**src/sv/scpa_pkg.sv**
```systemverilog
// ============================================================================
// scpa_pkg - shared types and constants for the size-class pool allocator
// Field widths, stream packing, register map, command and status codes.
// ============================================================================
package scpa_pkg;

    // Payload field widths
    localparam int CMD_W      = 1;
    localparam int SIZE_W     = 8;
    localparam int ADDR_W     = 14;
    localparam int STATUS_W   = 2;
    localparam int CNT_REG_W  = 5;

    // Stream data widths, rounded up to whole bytes
    localparam int S_TDATA_W  = ((SIZE_W + ADDR_W + 7) / 8) * 8;
    localparam int M_TDATA_W  = ((ADDR_W + STATUS_W + 7) / 8) * 8;

    // Configuration port
    localparam int CFG_IDX_W      = 8;
    localparam int CFG_DATA_W     = 8;
    localparam int CFG_CLASSES    = 4;
    localparam int REGS_PER_CLASS = 2;
    localparam int REG_SIZE_OFS   = 0;
    localparam int REG_COUNT_OFS  = 1;

    // Parameter defaults for the top level
    localparam int NUM_CLASSES_DEF = 4;
    localparam int MAX_BLOCKS_DEF  = 16;

    // Commands carried in tuser
    localparam logic [CMD_W-1:0] CMD_ALLOC = 1'b0;
    localparam logic [CMD_W-1:0] CMD_FREE  = 1'b1;

    // Result status codes
    typedef logic [STATUS_W-1:0] status_t;
    localparam status_t ST_OK        = 2'd0;
    localparam status_t ST_NO_CLASS  = 2'd1;
    localparam status_t ST_FULL      = 2'd2;
    localparam status_t ST_NOT_BLOCK = 2'd3;

endpackage

```
**src/sv/scpa_div.sv**
```systemverilog
// ============================================================================
// scpa_div - restoring divider, one quotient bit per cycle
// Divides a block offset by the block size; the quotient is known to fit in
// Q_W bits, so only Q_W compare/subtract steps are run.
// ============================================================================
module scpa_div #(
    parameter int DVD_W = 13,
    parameter int DSR_W = 8,
    parameter int Q_W   = 4
) (
    input  logic             aclk,
    input  logic             aresetn,
    input  logic             start,
    input  logic [DVD_W-1:0] dividend,
    input  logic [DSR_W-1:0] divisor,
    output logic             done,
    output logic [Q_W-1:0]   quotient,
    output logic [DVD_W-1:0] remainder
);

    localparam int SH_W = DSR_W + Q_W;
    localparam int CW   = (DVD_W > SH_W) ? DVD_W : SH_W;
    localparam int ST_W = $clog2(Q_W + 1);

    logic [DVD_W-1:0] rem_reg;
    logic [SH_W-1:0]  dsr_reg;
    logic [Q_W-1:0]   q_reg;
    logic [ST_W-1:0]  step_reg;
    logic             busy_reg;
    logic             done_reg;
    logic             ge;

    // Trial subtract of the shifted divisor
    assign ge = CW'(rem_reg) >= CW'(dsr_reg);

    // Control: step counter and completion pulse
    always_ff @(posedge aclk) begin
        if (!aresetn) begin
            busy_reg <= 1'b0;
            done_reg <= 1'b0;
            step_reg <= '0;
        end else begin
            done_reg <= 1'b0;
            if (start) begin
                busy_reg <= 1'b1;
                step_reg <= ST_W'(Q_W);
            end else if (busy_reg) begin
                step_reg <= step_reg - ST_W'(1);
                if (step_reg == ST_W'(1)) begin
                    busy_reg <= 1'b0;
                    done_reg <= 1'b1;
                end
            end
        end
    end

    // Datapath: partial remainder, shifted divisor, quotient bits
    always_ff @(posedge aclk) begin
        if (start) begin
            rem_reg <= dividend;
            dsr_reg <= SH_W'(divisor) << (Q_W - 1);
            q_reg   <= '0;
        end else if (busy_reg) begin
            if (ge) begin
                rem_reg <= DVD_W'(CW'(rem_reg) - CW'(dsr_reg));
            end
            dsr_reg <= dsr_reg >> 1;
            q_reg   <= (q_reg << 1) | Q_W'(ge);
        end
    end

    assign done      = done_reg;
    assign quotient  = q_reg;
    assign remainder = rem_reg;

endmodule

```
**src/sv/size_class_pool_allocator.sv**
```systemverilog
// ============================================================================
// size_class_pool_allocator - fixed-block allocator over up to four size classes
// Classes lie back to back in one pool; allocate claims the lowest free block
// of the class whose block size matches, free releases the block at an address.
// Allocate walks the classes to the matched one, picks in S_PICK, registers in S_OUT.
// Free walks one class per cycle; a class whose range holds the address adds a
// divide (at most one such class); an exact one goes to S_CLR, then S_OUT.
// One item in flight: the next request is taken the cycle after the result is
// registered.
// The in-use bitmap is one memory word per class, read-modify-write.
// Reset: configuration registers zero (every class disabled), all blocks free at once.
// ============================================================================
module size_class_pool_allocator #(
    parameter int NUM_CLASSES = scpa_pkg::NUM_CLASSES_DEF,
    parameter int MAX_BLOCKS  = scpa_pkg::MAX_BLOCKS_DEF
) (
    input  logic                                aclk,
    input  logic                                aresetn,
    // Configuration write channel
    input  logic                                cfg_valid,
    output logic                                cfg_ready,
    input  logic [scpa_pkg::CFG_IDX_W-1:0]      cfg_index,
    input  logic [scpa_pkg::CFG_DATA_W-1:0]     cfg_data,
    // Request stream
    input  logic                                s_tvalid,
    output logic                                s_tready,
    input  logic [scpa_pkg::S_TDATA_W-1:0]      s_tdata,  // request_size, free_address
    input  logic [scpa_pkg::CMD_W-1:0]          s_tuser,  // command
    // Result stream
    output logic                                m_tvalid,
    input  logic                                m_tready,
    output logic [scpa_pkg::M_TDATA_W-1:0]      m_tdata   // block_address, status
);

    import scpa_pkg::*;

    localparam int K_W    = (NUM_CLASSES > 1) ? $clog2(NUM_CLASSES) : 1;
    localparam int B_W    = (MAX_BLOCKS > 1) ? $clog2(MAX_BLOCKS) : 1;
    localparam int CNT_W  = $clog2(MAX_BLOCKS + 1);
    localparam int SPAN_W = SIZE_W + CNT_W;
    localparam int CW     = (ADDR_W > SPAN_W) ? ADDR_W : SPAN_W;

    // Sequencer states
    localparam logic [2:0] S_IDLE  = 3'd0;
    localparam logic [2:0] S_ALLOC = 3'd1;
    localparam logic [2:0] S_PICK  = 3'd2;
    localparam logic [2:0] S_SCAN  = 3'd3;
    localparam logic [2:0] S_DIV   = 3'd4;
    localparam logic [2:0] S_CLR   = 3'd5;
    localparam logic [2:0] S_OUT   = 3'd6;

    logic [2:0]            state_reg, state_next;
    logic [SIZE_W-1:0]     req_reg, req_next;
    logic [ADDR_W-1:0]     faddr_reg, faddr_next;
    logic [K_W-1:0]        k_reg, k_next;
    logic [ADDR_W-1:0]     base_reg, base_next;
    logic [ADDR_W-1:0]     res_addr_reg, res_addr_next;
    status_t               res_status_reg, res_status_next;
    logic [ADDR_W-1:0]     out_addr_reg, out_addr_next;
    status_t               out_status_reg, out_status_next;
    logic                  m_tvalid_reg, m_tvalid_next;

    logic [SIZE_W-1:0]     cls_size_reg  [NUM_CLASSES];
    logic [CNT_REG_W-1:0]  cls_count_reg [NUM_CLASSES];

    // In-use bitmap memory, one word per class
    logic [MAX_BLOCKS-1:0] bit_mem [NUM_CLASSES];
    logic [NUM_CLASSES-1:0] mem_valid_reg;
    logic [MAX_BLOCKS-1:0] mem_q_reg;
    logic                  mem_q_valid_reg;
    logic                  rd_en, wr_en;
    logic [MAX_BLOCKS-1:0] wr_data;
    logic [MAX_BLOCKS-1:0] word;

    logic [SIZE_W-1:0]     size_k;
    logic [CNT_W-1:0]      eff_k;
    logic [SPAN_W-1:0]     span;
    logic [ADDR_W-1:0]     base_adv;
    logic [ADDR_W-1:0]     offset;
    logic                  in_range;
    logic                  last_k;
    logic                  pick_found;
    logic [B_W-1:0]        pick_b;
    logic [ADDR_W-1:0]     alloc_addr;

    logic                  div_start;
    logic                  div_done;
    logic [B_W-1:0]        div_q;
    logic [SPAN_W-1:0]     div_rem;

    // Configuration registers; classes without registers stay disabled
    assign cfg_ready = 1'b1;

    always_ff @(posedge aclk) begin
        if (!aresetn) begin
            for (int k = 0; k < NUM_CLASSES; k++) begin
                cls_size_reg[k]  <= '0;
                cls_count_reg[k] <= '0;
            end
        end else if (cfg_valid && cfg_ready) begin
            for (int k = 0; k < NUM_CLASSES; k++) begin
                if (k < CFG_CLASSES) begin
                    if (cfg_index == CFG_IDX_W'(REGS_PER_CLASS * k + REG_SIZE_OFS)) begin
                        cls_size_reg[k] <= cfg_data[SIZE_W-1:0];
                    end
                    if (cfg_index == CFG_IDX_W'(REGS_PER_CLASS * k + REG_COUNT_OFS)) begin
                        cls_count_reg[k] <= cfg_data[CNT_REG_W-1:0];
                    end
                end
            end
        end
    end

    // Bitmap memory: one read port, one write port, registered read data
    always_ff @(posedge aclk) begin
        if (wr_en) begin
            bit_mem[k_reg] <= wr_data;
        end
        if (rd_en) begin
            mem_q_reg <= bit_mem[k_reg];
        end
    end

    // Per-word valid bits: an unwritten word reads as all blocks free
    always_ff @(posedge aclk) begin
        if (!aresetn) begin
            mem_valid_reg   <= '0;
            mem_q_valid_reg <= 1'b0;
        end else begin
            if (wr_en) begin
                mem_valid_reg[k_reg] <= 1'b1;
            end
            if (rd_en) begin
                mem_q_valid_reg <= mem_valid_reg[k_reg];
            end
        end
    end

    assign word = mem_q_valid_reg ? mem_q_reg : '0;

    // Current class: size, clamped count, span and running base
    always_comb begin
        size_k = cls_size_reg[k_reg];
        if (32'(cls_count_reg[k_reg]) > 32'(MAX_BLOCKS)) begin
            eff_k = CNT_W'(MAX_BLOCKS);
        end else begin
            eff_k = CNT_W'(cls_count_reg[k_reg]);
        end
    end

    assign span     = SPAN_W'(size_k) * SPAN_W'(eff_k);
    assign base_adv = base_reg + ADDR_W'(span);
    assign offset   = faddr_reg - base_reg;
    assign in_range = (size_k != '0) && (CW'(offset) < CW'(span));
    assign last_k   = (k_reg == K_W'(NUM_CLASSES - 1));

    // Lowest free block within the class count
    always_comb begin
        pick_found = 1'b0;
        pick_b     = '0;
        for (int b = MAX_BLOCKS - 1; b >= 0; b--) begin
            if (!word[b] && (32'(b) < 32'(eff_k))) begin
                pick_found = 1'b1;
                pick_b     = B_W'(b);
            end
        end
    end

    assign alloc_addr = base_reg + ADDR_W'((B_W + SIZE_W)'(pick_b) * (B_W + SIZE_W)'(size_k));

    // Offset-to-block divider for free
    scpa_div #(
        .DVD_W (SPAN_W),
        .DSR_W (SIZE_W),
        .Q_W   (B_W)
    ) u_div (
        .aclk      (aclk),
        .aresetn   (aresetn),
        .start     (div_start),
        .dividend  (SPAN_W'(offset)),
        .divisor   (size_k),
        .done      (div_done),
        .quotient  (div_q),
        .remainder (div_rem)
    );

    // Sequencer
    always_comb begin
        state_next      = state_reg;
        req_next        = req_reg;
        faddr_next      = faddr_reg;
        k_next          = k_reg;
        base_next       = base_reg;
        res_addr_next   = res_addr_reg;
        res_status_next = res_status_reg;
        out_addr_next   = out_addr_reg;
        out_status_next = out_status_reg;
        m_tvalid_next   = m_tvalid_reg;
        rd_en           = 1'b0;
        wr_en           = 1'b0;
        wr_data         = word;
        div_start       = 1'b0;

        if (m_tvalid_reg && m_tready) begin
            m_tvalid_next = 1'b0;
        end

        unique case (state_reg)
            S_IDLE: begin
                if (s_tvalid) begin
                    req_next   = s_tdata[SIZE_W-1:0];
                    faddr_next = s_tdata[SIZE_W+ADDR_W-1:SIZE_W];
                    k_next     = '0;
                    base_next  = '0;
                    state_next = (s_tuser == CMD_ALLOC) ? S_ALLOC : S_SCAN;
                end
            end
            S_ALLOC: begin
                if (size_k != '0 && size_k == req_reg) begin
                    rd_en      = 1'b1;
                    state_next = S_PICK;
                end else if (last_k) begin
                    res_addr_next   = '0;
                    res_status_next = ST_NO_CLASS;
                    state_next      = S_OUT;
                end else begin
                    k_next    = k_reg + K_W'(1);
                    base_next = base_adv;
                end
            end
            S_PICK: begin
                if (pick_found) begin
                    wr_en           = 1'b1;
                    wr_data         = word | (MAX_BLOCKS'(1) << pick_b);
                    res_addr_next   = alloc_addr;
                    res_status_next = ST_OK;
                end else begin
                    res_addr_next   = '0;
                    res_status_next = ST_FULL;
                end
                state_next = S_OUT;
            end
            S_SCAN: begin
                if (in_range) begin
                    div_start  = 1'b1;
                    state_next = S_DIV;
                end else if (last_k) begin
                    res_addr_next   = '0;
                    res_status_next = ST_NOT_BLOCK;
                    state_next      = S_OUT;
                end else begin
                    k_next    = k_reg + K_W'(1);
                    base_next = base_adv;
                end
            end
            S_DIV: begin
                if (div_done) begin
                    if (div_rem == '0) begin
                        rd_en      = 1'b1;
                        state_next = S_CLR;
                    end else if (last_k) begin
                        res_addr_next   = '0;
                        res_status_next = ST_NOT_BLOCK;
                        state_next      = S_OUT;
                    end else begin
                        k_next     = k_reg + K_W'(1);
                        base_next  = base_adv;
                        state_next = S_SCAN;
                    end
                end
            end
            S_CLR: begin
                wr_en           = 1'b1;
                wr_data         = word & ~(MAX_BLOCKS'(1) << div_q);
                res_addr_next   = '0;
                res_status_next = ST_OK;
                state_next      = S_OUT;
            end
            S_OUT: begin
                if (!m_tvalid_reg || m_tready) begin
                    m_tvalid_next   = 1'b1;
                    out_addr_next   = res_addr_reg;
                    out_status_next = res_status_reg;
                    state_next      = S_IDLE;
                end
            end
            default: begin
                state_next = S_IDLE;
            end
        endcase
    end

    // Control registers
    always_ff @(posedge aclk) begin
        if (!aresetn) begin
            state_reg    <= S_IDLE;
            m_tvalid_reg <= 1'b0;
        end else begin
            state_reg    <= state_next;
            m_tvalid_reg <= m_tvalid_next;
        end
    end

    // Payload registers
    always_ff @(posedge aclk) begin
        req_reg        <= req_next;
        faddr_reg      <= faddr_next;
        k_reg          <= k_next;
        base_reg       <= base_next;
        res_addr_reg   <= res_addr_next;
        res_status_reg <= res_status_next;
        out_addr_reg   <= out_addr_next;
        out_status_reg <= out_status_next;
    end

    assign s_tready = (state_reg == S_IDLE);
    assign m_tvalid = m_tvalid_reg;
    assign m_tdata  = M_TDATA_W'({out_status_reg, out_addr_reg});

endmodule
```
**config.mk**
```make
export PLATFORM = sky130hd
export DESIGN_NAME = size_class_pool_allocator
export DESIGN_NICKNAME = d
export VERILOG_FILES = /design/src/sv/scpa_pkg.sv /design/src/sv/scpa_div.sv /design/src/sv/size_class_pool_allocator.sv
export SDC_FILE = /design/constraint.sdc
export NUM_CORES = 1
export LEC_CHECK = 0
export ABC_AREA = 1
export BUFFER_PORTS_ARGS = -buffer_cell sky130_fd_sc_hd__buf_2
export CAP_MARGIN = 20
export CORE_MARGIN = 4
export CORE_UTILIZATION = 40
export DETAILED_ROUTE_END_ITERATION = 8
export HOLD_SLACK_MARGIN = 0.05
export PLACE_DENSITY = 0.56
export SYNTH_ARGS = -nofsm -noshare
export SYNTH_HDL_FRONTEND = slang
export SYNTH_SLANG_ARGS = --single-unit
```
**constraint.sdc**
```tcl
create_clock -name aclk -period 8.5 [get_ports aclk]
set_clock_uncertainty 0.05 [all_clocks]
set_input_delay 0 -clock aclk [delete_from_list [all_inputs] [get_ports aclk]]
set_output_delay 0 -clock aclk [all_outputs]
set_load 0.03 [all_outputs]
```
==> qor.yml, run 1 <==
place:
  place.gp.congestion: 0.870
  dpl_worst_slack_ps: 810
  numPortBuffers: 61
  place_hpwl_mm: 26.6
logic_synthesis:
  yosysTopAreaCell: "edfxtp_1"
  synth_ff_type: "edfxtp_1"
  synth_edf_count: 223
  syn-cell-area_um2: 15000
  seq_area_frac_synth_pct: 47.8
  ys_ff_latch: 246
  synth.distinct_cells: 58
  syn_nets: 1768
  syn_inst: 1586
  synth-async-reset-ratio_pct: 0
  syn_avg_cell_area_um2: 9.45
  yosysTopAreaCellShare_pct: 44.7
  synth_area_leaders: "edfxtp_1 (45%), ha_1 (7.9%), nand2_1 (7.2%), inv_1 (5.8%), fa_1 (5.6%)"
  synthTopCellsByCount: "nand2_1 (286), inv_1 (233), edfxtp_1 (223), nor2_1 (172), ha_1 (94)"
  ys.warnings.count: 0
  yosysMostFrequentCell: "nand2_1"
sta:
  finalHoldViolCount: 0
  slew_headroom_pct: 30.8
  fin_crit_ps: 7610
  slew_viol_final: 0
  setup-violations-final: 0
  period_share_pct: 89.6
  fmax_mhz: 131
  rsz0062_at_grt: "false"
  tightest_slew_ps: 1030
  worst_slack_ps: 885
  whs_ps: 77.2
  setup_tns_ps: 0
die:
  die_w_um: 202
  die_h_um: 202
  rows: 70
  core_area_um2: 36800
  initial_core_util_pct: 40.7
  die-area_um2: 40600
  io_pins: 65
route:
  ant_nets: 0
  detail_route.wirelength_mm: 36.2
  dr.first_iter.drc_count: 654
  first_pass_iters: 5
  vias: 11086
  post_drt_wl_per_cell_um: 16.6
  drc: 0
  vias_per_cell: 5.08
power_and_ir_drop:
  power.density_nw_per_um2: 419
  pwr-share-comb_pct: 58.2
  vdd_drop_max_uv: 285
  p_leak_nw: 7.50
  p_int_w: 0.00386
  p_clk_share_pct: 17.2
  power.switching_w: 0.00330
  p_seq_share_pct: 24.6
  switching_share_pct: 46.1
min_path:
  hp-class: "in2reg"
cts:
  clk_latency_ps: 570
  ctsResizeCount: 0
  cts_buffers: 28
  clockRootBuffer: "clkbuf_16"
  cts-htree-levels: 1
  cts_setup_buffers: 0
  clock-sinks: 246
  cts.path.max_buffers: 3
  path_clk_slew_ps: 60
  ctsHoldBuffers: 41
  cts_tree: "yes"
worst_setup_path:
  critPathMaxFanout: 15
  critPathKind: "reg2reg"
  slowest_delay_ps: 720
  end_kind: "flip-flop"
  start_kind: "flip-flop"
  critPathArrivalTime_ps: 7850
  cpMostUsedCell: "nand2_1"
  worst-endpoint-required_ps: 8730
  cpMaxStageDelayCell: "dfxtp_1"
layout:
  diodes: 0
  nets: 1873
  final_layout_size_suffix_gt1_share_pct: 10.5
  largest_reg_flops: 64
  area_delta_synth_final_pct: 14.1
grt:
  grt_max_degree: 27
  grt_util_all_layers_pct: 17.8
  grt_pass1_wl_mm: 58.4
  grt_pass1_vias: 11056
  antenna_found_initial: 0
  grt-ovfl-total: 0
status:
  outcome: "finished, final reports clean"
flow_run:
  drv_cap: 0
## metal layers
layer / GRT usage (%) / vias up / share of wire, %
met2: 30.1 / 250 / 47
met1: 24.0 / 5266 / 46
li1: - / 5510 / -
met4: 4.93 / 0 / 2.7
met5: 0 / - / 0
met3: 2.56 / 60 / 4.1
## metrics by stage
stage	utilization, %	std cells	total power, W	cell area [um2]
after floorplan	-	1586	0.00491	15000
after global placement	42.8	2088	0.00581	15700
after detailed placement	42.8	2088	0.00589	15700
after CTS	46.4	2181	0.00719	17100
after global routing	46.4	2181	0.00787	17100
final	46.4	2181	0.00716	17100
## path summary, 6_finish.rpt
kind / from / to / slack (ps) / cells past startpoint
worst max-delay path: flip-flop / u_div.dsr_reg[6] / 890 / 30
worst min-delay path: s_tdata[4] / req_reg[4] / 80 / 2
worst max register to register: flip-flop / u_div.dsr_reg[6] / 890 / 30
worst min register to register: res_addr_reg[10] / out_addr_reg[10] / 360 / 0
## worst max-delay path, delay by kind of cell (launching register included)
family	cells	cell delay (ps)
adder cells (fa/ha/maj)	5	2160
AND/OR/NAND/NOR	9	2060
AO/OA/AOI/OAI	10	1530
flip-flops	1	720
buffers and inverters	5	570
XOR/XNOR	1	220
## layout by cell type (no fill, tap or decap), drive strengths merged, types with 2 or more instances in the layout
cell	n
nand2	308
a22oi	28
or2	8
o31ai	3
nand3	74
o22ai	13
nand3b	3
dfxtp	23
buf	68
a31oi	5
dlygate4sd3	41
nor3	17
nor2	183
fa	42
clkinvlp	2
inv	252
ha	94
nand4	20
a21oi	91
a211oi	5
xnor2	13
clkbuf	32
a21o	3
xor2	37
nor4	5
o21ai	62
o211ai	3
edfxtp	223
bufinv	4
nor3b	5
o21a	2
o21bai	20
clkinv	17
## power groups by stage
stage	logic (W)	registers (W)	clock network, W
2_1_floorplan	0.00318	0.00173	0
3_3_place_gp	0.00403	0.00178	0
3_5_place_dp	0.00410	0.00178	0
4_1_cts	0.00417	0.00176	0.00126
5_1_grt	0.00477	0.00178	0.00131
6_report	0.00417	0.00176	0.00123
## cell families (layout without fill, tap and decap cells)
logic type / count (synthesis) / count (layout) / share of synthesized area, %
DFF: 246 / 246 / 47.8
buffers and inverters: 289 / 416 / 7.80
adders and majority gates: 136 / 136 / 13.5
and+or+nand+nor: 624 / 624 / 18.5
xor gates and xnor gates: 50 / 50 / 2.92
AOI/OAI and AO/OA: 240 / 240 / 9.46
other: 1 / 1 / 0.0250
## layout make-up
cell class                 instances  area, um2
fill                            3521      19700
sequential                       246       7160
multi-input combinational       1051       6670
inverter                         255        965
timing repair buffer             109        768
clock buffer                      32        716
tap                              468        586
clock inverter                    20        228
Note: power is estimated with default switching activity, not from simulation.
==> run 2, diff against run 1 <==
--- a/config.mk
+++ b/config.mk
@@ -13,6 +13,8 @@
 export DETAILED_ROUTE_END_ITERATION = 8
 export HOLD_SLACK_MARGIN = 0.05
 export PLACE_DENSITY = 0.56
+export SLEW_MARGIN = 5
 export SYNTH_ARGS = -nofsm -noshare
 export SYNTH_HDL_FRONTEND = slang
+export SYNTH_HIERARCHICAL = 1
 export SYNTH_SLANG_ARGS = --single-unit
==> run 2 against run 1 <==
Clock power is 3% lower. Hold slack better by 15 ps. Combinational power is 3% lower. Wire length increased by 5.1%. Non-clock buffer count increased by 9. Largest cell class unchanged. First-iteration DRC count up 17%. Flip-flop and latch count unchanged. Register-to-register slack better by 370 ps. Utilization is essentially flat.
==> qor.yml, run 2 <==
status:
  outcome: "finished, final reports clean"
logic_synthesis:
  yosysMostFrequentCell: "nand2_1"
  synth-async-reset-ratio_pct: 0  # unchanged
  synth_ff_type: "edfxtp_1"
  synth_area_leaders: "edfxtp_1 (44%), nand2_1 (8.7%), ha_1 (7.7%), inv_1 (6.2%), fa_1 (5.5%)"
  synth_xor_area_share_pct: 2.30  # -0.62 points
  muxShareOfSynthArea_pct: 0  # unchanged
  ys_ff_latch: 246  # unchanged
  synthAdderAreaFrac_pct: 13.3  # -0.20 points
  synth_top_family_by_area: "simple AND/OR/NAND/NOR gates"
  synth_edf_count: 223  # unchanged
  synthTopCellsByCount: "nand2_1 (354), inv_1 (253), edfxtp_1 (223), nor2_1 (184), ha_1 (94)"
  synth.distinct_cells: 50  # -14%
  seq_area_frac_synth_pct: 47.1  # -0.70 points
  synthSimpleGateAreaFrac_pct: 20.9  # +2.3 points
  synth_compound_area_share_pct: 8.51  # -0.95 points
  ys.warnings.count: 6  # +6
  syn_inst: 1674  # +5.5%
  syn_avg_cell_area_um2: 9.08  # -3.8%
  yosysTopAreaCellShare_pct: 44.0  # -0.66 points
  syn-cell-area_um2: 15200  # +1.5%
  yosysTopAreaCell: "edfxtp_1"
  syn_nets: 1856  # +5.0%
sta:
  fin_crit_ps: 7250  # -366 ps
  setup-violations-final: 0  # unchanged
  finalHoldViolCount: 0  # unchanged
  slew_headroom_pct: 25.0  # -5.9 points
  worst_slack_ps: 1250  # +366 ps
  fmax_mhz: 138  # +5.0%
  rsz0062_at_grt: "false"
  slew_viol_final: 0  # unchanged
  period_share_pct: 85.3  # -4.3 points
  tightest_slew_ps: 1120  # +90.8 ps
  setup_tns_ps: 0  # unchanged
power_and_ir_drop:
  power.density_nw_per_um2: 401  # -4.4%
  total_power_w: 0.00699  # -2.4%
  p_leak_nw: 7.78  # +3.7%
  vdd_drop_max_uv: 234  # -18%
worst_setup_path:
  r2r_end: "state_reg[2]"
  slowest_delay_ps: 570  # -150 ps
  cpMostUsedCell: "nand2_1"
  end_kind: "flip-flop"
  endpoint: "state_reg[2]"
  cpMaxStageDelayCell: "dlygate4sd3_1"
  path_delay_family: "adder cells"
  critPathKind: "reg2reg"
  reg2reg_setup_slack_ps: 1250  # +370 ps
  critPathMaxFanout: 29  # +14
  critPathArrivalTime_ps: 7710  # -140 ps
  reg2regPathDepth: 35  # +17%
  worst-endpoint-required_ps: 8960  # +230 ps
  cp.depth: 35  # +17%
  start_kind: "flip-flop"
  worst-path-buf-inv: 8  # +3
flow_run:
  drv_cap: 0  # unchanged
die:
  core_area_um2: 37600  # +2.2%
  die_w_um: 203  # +0.71%
  io_pins: 65  # unchanged
  die-area_um2: 41200  # +1.4%
  initial_core_util_pct: 40.5  # -0.26 points
  rows: 71  # +1.4%
  die_h_um: 203  # +0.71%
grt:
  grt-ovfl-total: 0  # unchanged
  grt_max_degree: 39  # +44%
  grt_pass1_vias: 11288  # +2.1%
  grt_pass1_wl_mm: 60.5  # +3.8%
  antenna_found_initial: 0  # unchanged
  grt_util_all_layers_pct: 18.4  # +0.58 points
route:
  vias: 11419  # +3.0%
  vias_per_cell: 4.92  # -3.3%
  detail_route.wirelength_mm: 38.0  # +5.1%
  dr.first_iter.drc_count: 763  # +17%
  wl_met1_mm: 17.4  # +4.3%
  first_pass_iters: 5  # unchanged
  ant_nets: 0  # unchanged
  drc: 0  # unchanged
  dr_wl_met2_mm: 17.8  # +4.4%
  topRoutingLayerUsed: "met4"
  dr_wl_met3_mm: 1.48  # -1.3%
  post_drt_wl_per_cell_um: 16.4  # -1.3%
cts:
  clk_latency_ps: 580  # about the same
  clockRootBuffer: "clkbuf_16"
  cts.path.max_buffers: 3  # unchanged
  ctsResizeCount: 0  # unchanged
  clock-sinks: 246  # unchanged
  cts-htree-levels: 1  # unchanged
  cts_buffers: 28  # unchanged
  cts_tree: "yes"
  path_clk_slew_ps: 70  # about the same
layout:
  largest_reg_flops: 64  # unchanged
  final_cell_mix: "nand2_1 (354), inv_1 (253), edfxtp_1 (223), nor2_1 (181), ha_1 (94)"
  diodes: 0  # unchanged
  final_layout_size_suffix_gt1_share_pct: 11.2  # +0.70 points
  nets: 1972  # +5.3%
  final_common_cell: "nand2_1"
  layout.cells.non_filler: 2323  # +6.5%
  n_fill_cell: 3616  # +2.7%
  design_area_um2: 17400  # +2.1%
  area_delta_synth_final_pct: 14.7
min_path:
  hp-class: "in2reg"
  hold_depth: 5  # +3
place:
  place.gp.congestion: 0.889  # +2.2%
  post-place-cells: 2228  # +6.7%
  place_hpwl_mm: 28.0  # +5.5%
  placed_area_um2: 16100  # +2.3%
  numPortBuffers: 61  # unchanged
  dpl_worst_slack_ps: 1340  # +535 ps
[run 2: changes by cell type after synthesis, moves of 5 or more]
cell / previous run / this run
o21ai_0: 52 / 59
nand2_2: 17 / 22
nand3_1: 68 / 76
inv_1: 233 / 253
nand2_1: 286 / 354
a21oi_1: 91 / 85
o21bai_1: 20 / 15
nor2_1: 172 / 184
nand4_1: 19 / 25
xor2_1: 37 / 22
xnor2_1: 13 / 18
[run 2: routing by layer]
layer	GRT usage (%)	vias to the layer above
met3	2.51	71
met1	25.1	5368
met2	30.6	216
li1	-	5764
met5	0	-
met4	5.80	0
[run 2: timing repair]
action / in CTS / in global routing
hold endpoints to repair: 132 / 0
setup buffers: 0 / 0
hold buffers: 43 / 0
[run 2: area by class of cell]
| class | count | area (um2) | share of cell area, % |
|---|---|---|---|
| flip-flops and latches | 246 | 7160 | 41.0 |
| multi-input cells | 1122 | 6850 | 39.3 |
| inverters | 274 | 1040 | 5.95 |
| repair buffers | 118 | 841 | 4.82 |
| clock buffers | 30 | 718 | 4.12 |
| well taps | 511 | 639 | 3.67 |
| clock inverters | 22 | 199 | 1.14 |
[run 2: power breakdown]
group | total (W) | switching (W) | internal, W
registers | 0.00177 | 0.000131 | 0.00164
logic | 0.00403 | 0.00258 | 0.00145
clock network | 0.00119 | 0.000514 | 0.000677
total | 0.00699 | 0.00323 | 0.00377
[run 2: cell families (layout without fill, tap and decap cells)]
kind of cell	count (synthesis)	count (layout)
buffers and inverters	306	444
AOI/OAI and AO/OA	221	221
and+or+nand+nor	724	724
DFF	246	246
adders and majority gates	136	136
xor gates and xnor gates	40	40
other	1	1
[run 2: metrics by stage]
| stage | util (%) | hold WS (ps) |
|---|---|---|
| 2_1_floorplan | - | 48.9 |
| 5_1_grt | 46.4 | 84.3 |
| 3_3_place_gp | 42.8 | 129 |
| 4_1_cts | 46.4 | 65.5 |
| 3_5_place_dp | 42.8 | 128 |
| 6_report | 46.4 | 92.1 |
[run 2: how the worst min path moves through the flow]
stage	slack, ps	end	from
6_report	90	cls_count_reg[0][4]	cfg_index[6]
5_1_grt	80	req_reg[0]	s_tdata[0]
3_3_place_gp	130	req_reg[4]	s_tdata[4]
2_1_floorplan	50	faddr_reg[0]	s_tdata[8]
4_1_cts	70	cls_count_reg[0][2]	cfg_index[6]
3_5_place_dp	130	faddr_reg[8]	s_tdata[16]
[run 2: worst reg2reg max path, delay by kind of cell, from the launching register on]
family                   cells  cell delay, ps
buffers and inverters        8            1960
adder cells (fa/ha/maj)      5            2080
XOR/XNOR                     1             250
AO/OA/AOI/OAI                8            1070
flip-flops                   1             300
AND/OR/NAND/NOR             13            1480
==> run 3, diff against run 2 <==
--- a/config.mk
+++ b/config.mk
@@ -6,13 +6,14 @@
 export NUM_CORES = 1
 export LEC_CHECK = 0
 export ABC_AREA = 1
-export BUFFER_PORTS_ARGS = -buffer_cell sky130_fd_sc_hd__buf_2
-export CAP_MARGIN = 20
+export BUFFER_PORTS_ARGS = -buffer_cell sky130_fd_sc_hd__buf_4
+export CAP_MARGIN = 10
 export CORE_MARGIN = 4
 export CORE_UTILIZATION = 40
 export DETAILED_ROUTE_END_ITERATION = 8
 export HOLD_SLACK_MARGIN = 0.05
 export PLACE_DENSITY = 0.56
+export RECOVER_POWER = 50
 export SLEW_MARGIN = 5
 export SYNTH_ARGS = -nofsm -noshare
 export SYNTH_HDL_FRONTEND = slang
==> run 3 against run 2 <==
The flow now finishes with violations (capacitance limit, slew limit). Maximum frequency down 3.3%. Design area up 0.16%. Sequential share of layout area down 0.065 points. Highest routed layer unchanged. Final cell count unchanged. First-iteration DRC count down 5.8%. Largest power group unchanged. Flip-flop and latch count unchanged. Clock-buffer cell count up 9. Global-route usage up 0.17 points. Clock power about the same. Wire length up 1.1%. Critical path depth down 5.
==> qor.yml, run 3 (same netlist as run 2, synthesis figures left out) <==
status:
  outcome: "finished, violations left"
  violations: "capacitance limit, slew limit"
layout:
  nets: 1972  # unchanged
  final_layout_size_suffix_gt1_share_pct: 9.22  # -2.0 points
  largest_reg_flops: 64  # unchanged
  regArea_um2: 7160  # unchanged
  final_cell_mix: "nand2_1 (355), inv_1 (254), edfxtp_1 (223), nor2_1 (186), ha_1 (94)"
  final_common_cell: "nand2_1"
  area_delta_synth_final_pct: 14.9
  multi_input_area_um2: 6820  # -0.44%
  n_fill_cell: 3622  # +0.17%
  diodes: 0  # unchanged
min_path:
  hp-class: "in2reg"
route:
  ant_nets: 0  # unchanged
  vias: 11570  # +1.3%
  drc: 0  # unchanged
  vias_per_cell: 4.98  # +1.3%
  detail_route.wirelength_mm: 38.5  # +1.1%
  post_drt_wl_per_cell_um: 16.6  # +1.1%
  first_pass_iters: 5  # unchanged
  dr.first_iter.drc_count: 719  # -5.8%
power_and_ir_drop:
  vdd_drop_max_uv: 242  # +3.2%
  power.density_nw_per_um2: 402  # +0.20%
  p_leak_nw: 7.74  # -0.52%
  total_power_w: 0.00702  # +0.36%
cts:
  cts_tree: "yes"
  cts_setup_buffers: 0  # unchanged
  cts-htree-levels: 1  # unchanged
  path_clk_slew_ps: 70  # about the same
  clk_latency_ps: 580  # about the same
  cts.path.max_buffers: 3  # unchanged
  ctsResizeCount: 0  # unchanged
  clock-sinks: 246  # unchanged
  clockRootBuffer: "clkbuf_16"
  cts_buffers: 29  # +3.6%
sta:
  tightest_slew_ps: 1950  # +825 ps
  setup_tns_ps: 0  # unchanged
  fmax_mhz: 133  # -3.3%
  worst_slack_ps: 1010  # -245 ps
  setup-violations-final: 0  # unchanged
  finalHoldViolCount: 0  # unchanged
  slew_viol_final: 39  # +39
  fin_crit_ps: 7490  # +245 ps
  slew_headroom_pct: -30.0  # -55 points
  rsz0062_at_grt: "false"
  period_share_pct: 88.2  # +2.9 points
grt:
  grt-ovfl-total: 0  # unchanged
  antenna_found_initial: 0  # unchanged
  grt_util_all_layers_pct: 18.6  # +0.17 points
  grt_pass1_vias: 11452  # +1.5%
  grt_pass1_wl_mm: 61.1  # +0.90%
  grt_max_degree: 39  # unchanged
die:
  core_area_um2: 37600  # unchanged
  rows: 71  # unchanged
  die_h_um: 203  # unchanged
  die_w_um: 203  # unchanged
  initial_core_util_pct: 40.5  # unchanged
  die-area_um2: 41200  # unchanged
  io_pins: 65  # unchanged
worst_setup_path:
  worst-endpoint-required_ps: 8670  # -290 ps
  critPathMaxFanout: 29  # unchanged
  slowest_delay_ps: 700  # +130 ps
  start_kind: "flip-flop"
  critPathArrivalTime_ps: 7660  # -50 ps
  worst-path-buf-inv: 6  # -2
  cpMaxStageDelayCell: "dfxtp_1"
  path_delay_family: "adder cells"
  critPathKind: "reg2reg"
  end_kind: "flip-flop"
  cpMostUsedCell: "inv_1"
flow_run:
  drv_cap: 1  # +1
place:
  place.gp.congestion: 0.884  # -0.50%
  numPortBuffers: 61  # unchanged
  dpl_worst_slack_ps: 1140  # -206 ps
  place_hpwl_mm: 28.3  # +0.82%
==> run 3: changes by cell type in the layout (fill, tap and decap cells not counted), moves of 3 or more <==
| cell | change |
|---|---|
| buf_2 | -61 |
| buf_4 | +13 |
| clkbuf_1 | +33 |
| clkbuf_4 | +20 |
| clkinv_1 | -4 |
| clkinv_4 | -3 |
| nor2_1 | +5 |
| nor2_4 | -3 |
==> run 3: repair_timing <==
| item | CTS | global route |
|---|---|---|
| hold endpoints to repair | 132 | 0 |
| setup endpoints to repair | 0 | 0 |
| hold buffers | 43 | 0 |
==> run 3: layout make-up <==
| type | count | share of cell area (%) |
|---|---|---|
| clock buffer | 39 | 4.54 |
| clock inverter | 14 | 0.788 |
| inverter | 274 | 5.94 |
| multi-input combinational | 1122 | 39.0 |
| sequential | 246 | 41.0 |
| tap | 511 | 3.66 |
| timing repair buffer | 117 | 5.06 |
==> run 3: final timing paths <==
path,from,endpoint,slack [ps],cells past startpoint
max,flip-flop,u_div/dsr_reg[3],1010,30
min,cfg_valid,cls_count_reg[3][4],100,5
max reg2reg,flip-flop,u_div/dsr_reg[3],1010,30
min reg2reg,res_addr_reg[9],out_addr_reg[9],370,0
==> run 3: power by group <==
part | internal (W) | total (W) | switching [W]
logic | 0.00144 | 0.00402 | 0.00258
registers | 0.00164 | 0.00178 | 0.000139
clock network | 0.000715 | 0.00122 | 0.000506
==> run 3: metrics by stage <==
| stage | area, um2 | cells | util [%] | hold slack (ps) |
|---|---|---|---|---|
| final | 17500 | 2323 | 46.5 | 104 |
| after global routing | 17500 | 2323 | 46.5 | 96.0 |
| after CTS | 17600 | 2323 | 46.8 | 56.1 |
| after detailed placement | 16200 | 2227 | 43.2 | 130 |
| after global placement | 16200 | 2227 | 43.2 | 129 |
| after floorplan | 15200 | 1674 | - | 48.9 |
==> run 3: worst register-to-register path, delay by kind of cell, from the launching register on <==
kind                       cells  cell delay [ps]
AOI/OAI and AO/OA              7              950
xor gates and xnor gates       1              230
adders and majority gates      5             2090
buffers and inverters          6             1580
DFF                            1              700
and+or+nand+nor               11             1540
==> run 3: metal layers <==
layer  vias up  GRT usage [%]  wire length, um  share of wire (%)
met4         0           5.26             1240                3.2
met3        68           2.65             1750                4.5
li1       5779              -                -                  -
met1      5464           24.9            17100                 44
met2       259           31.6            18400                 48
met5         -              0                0                  0
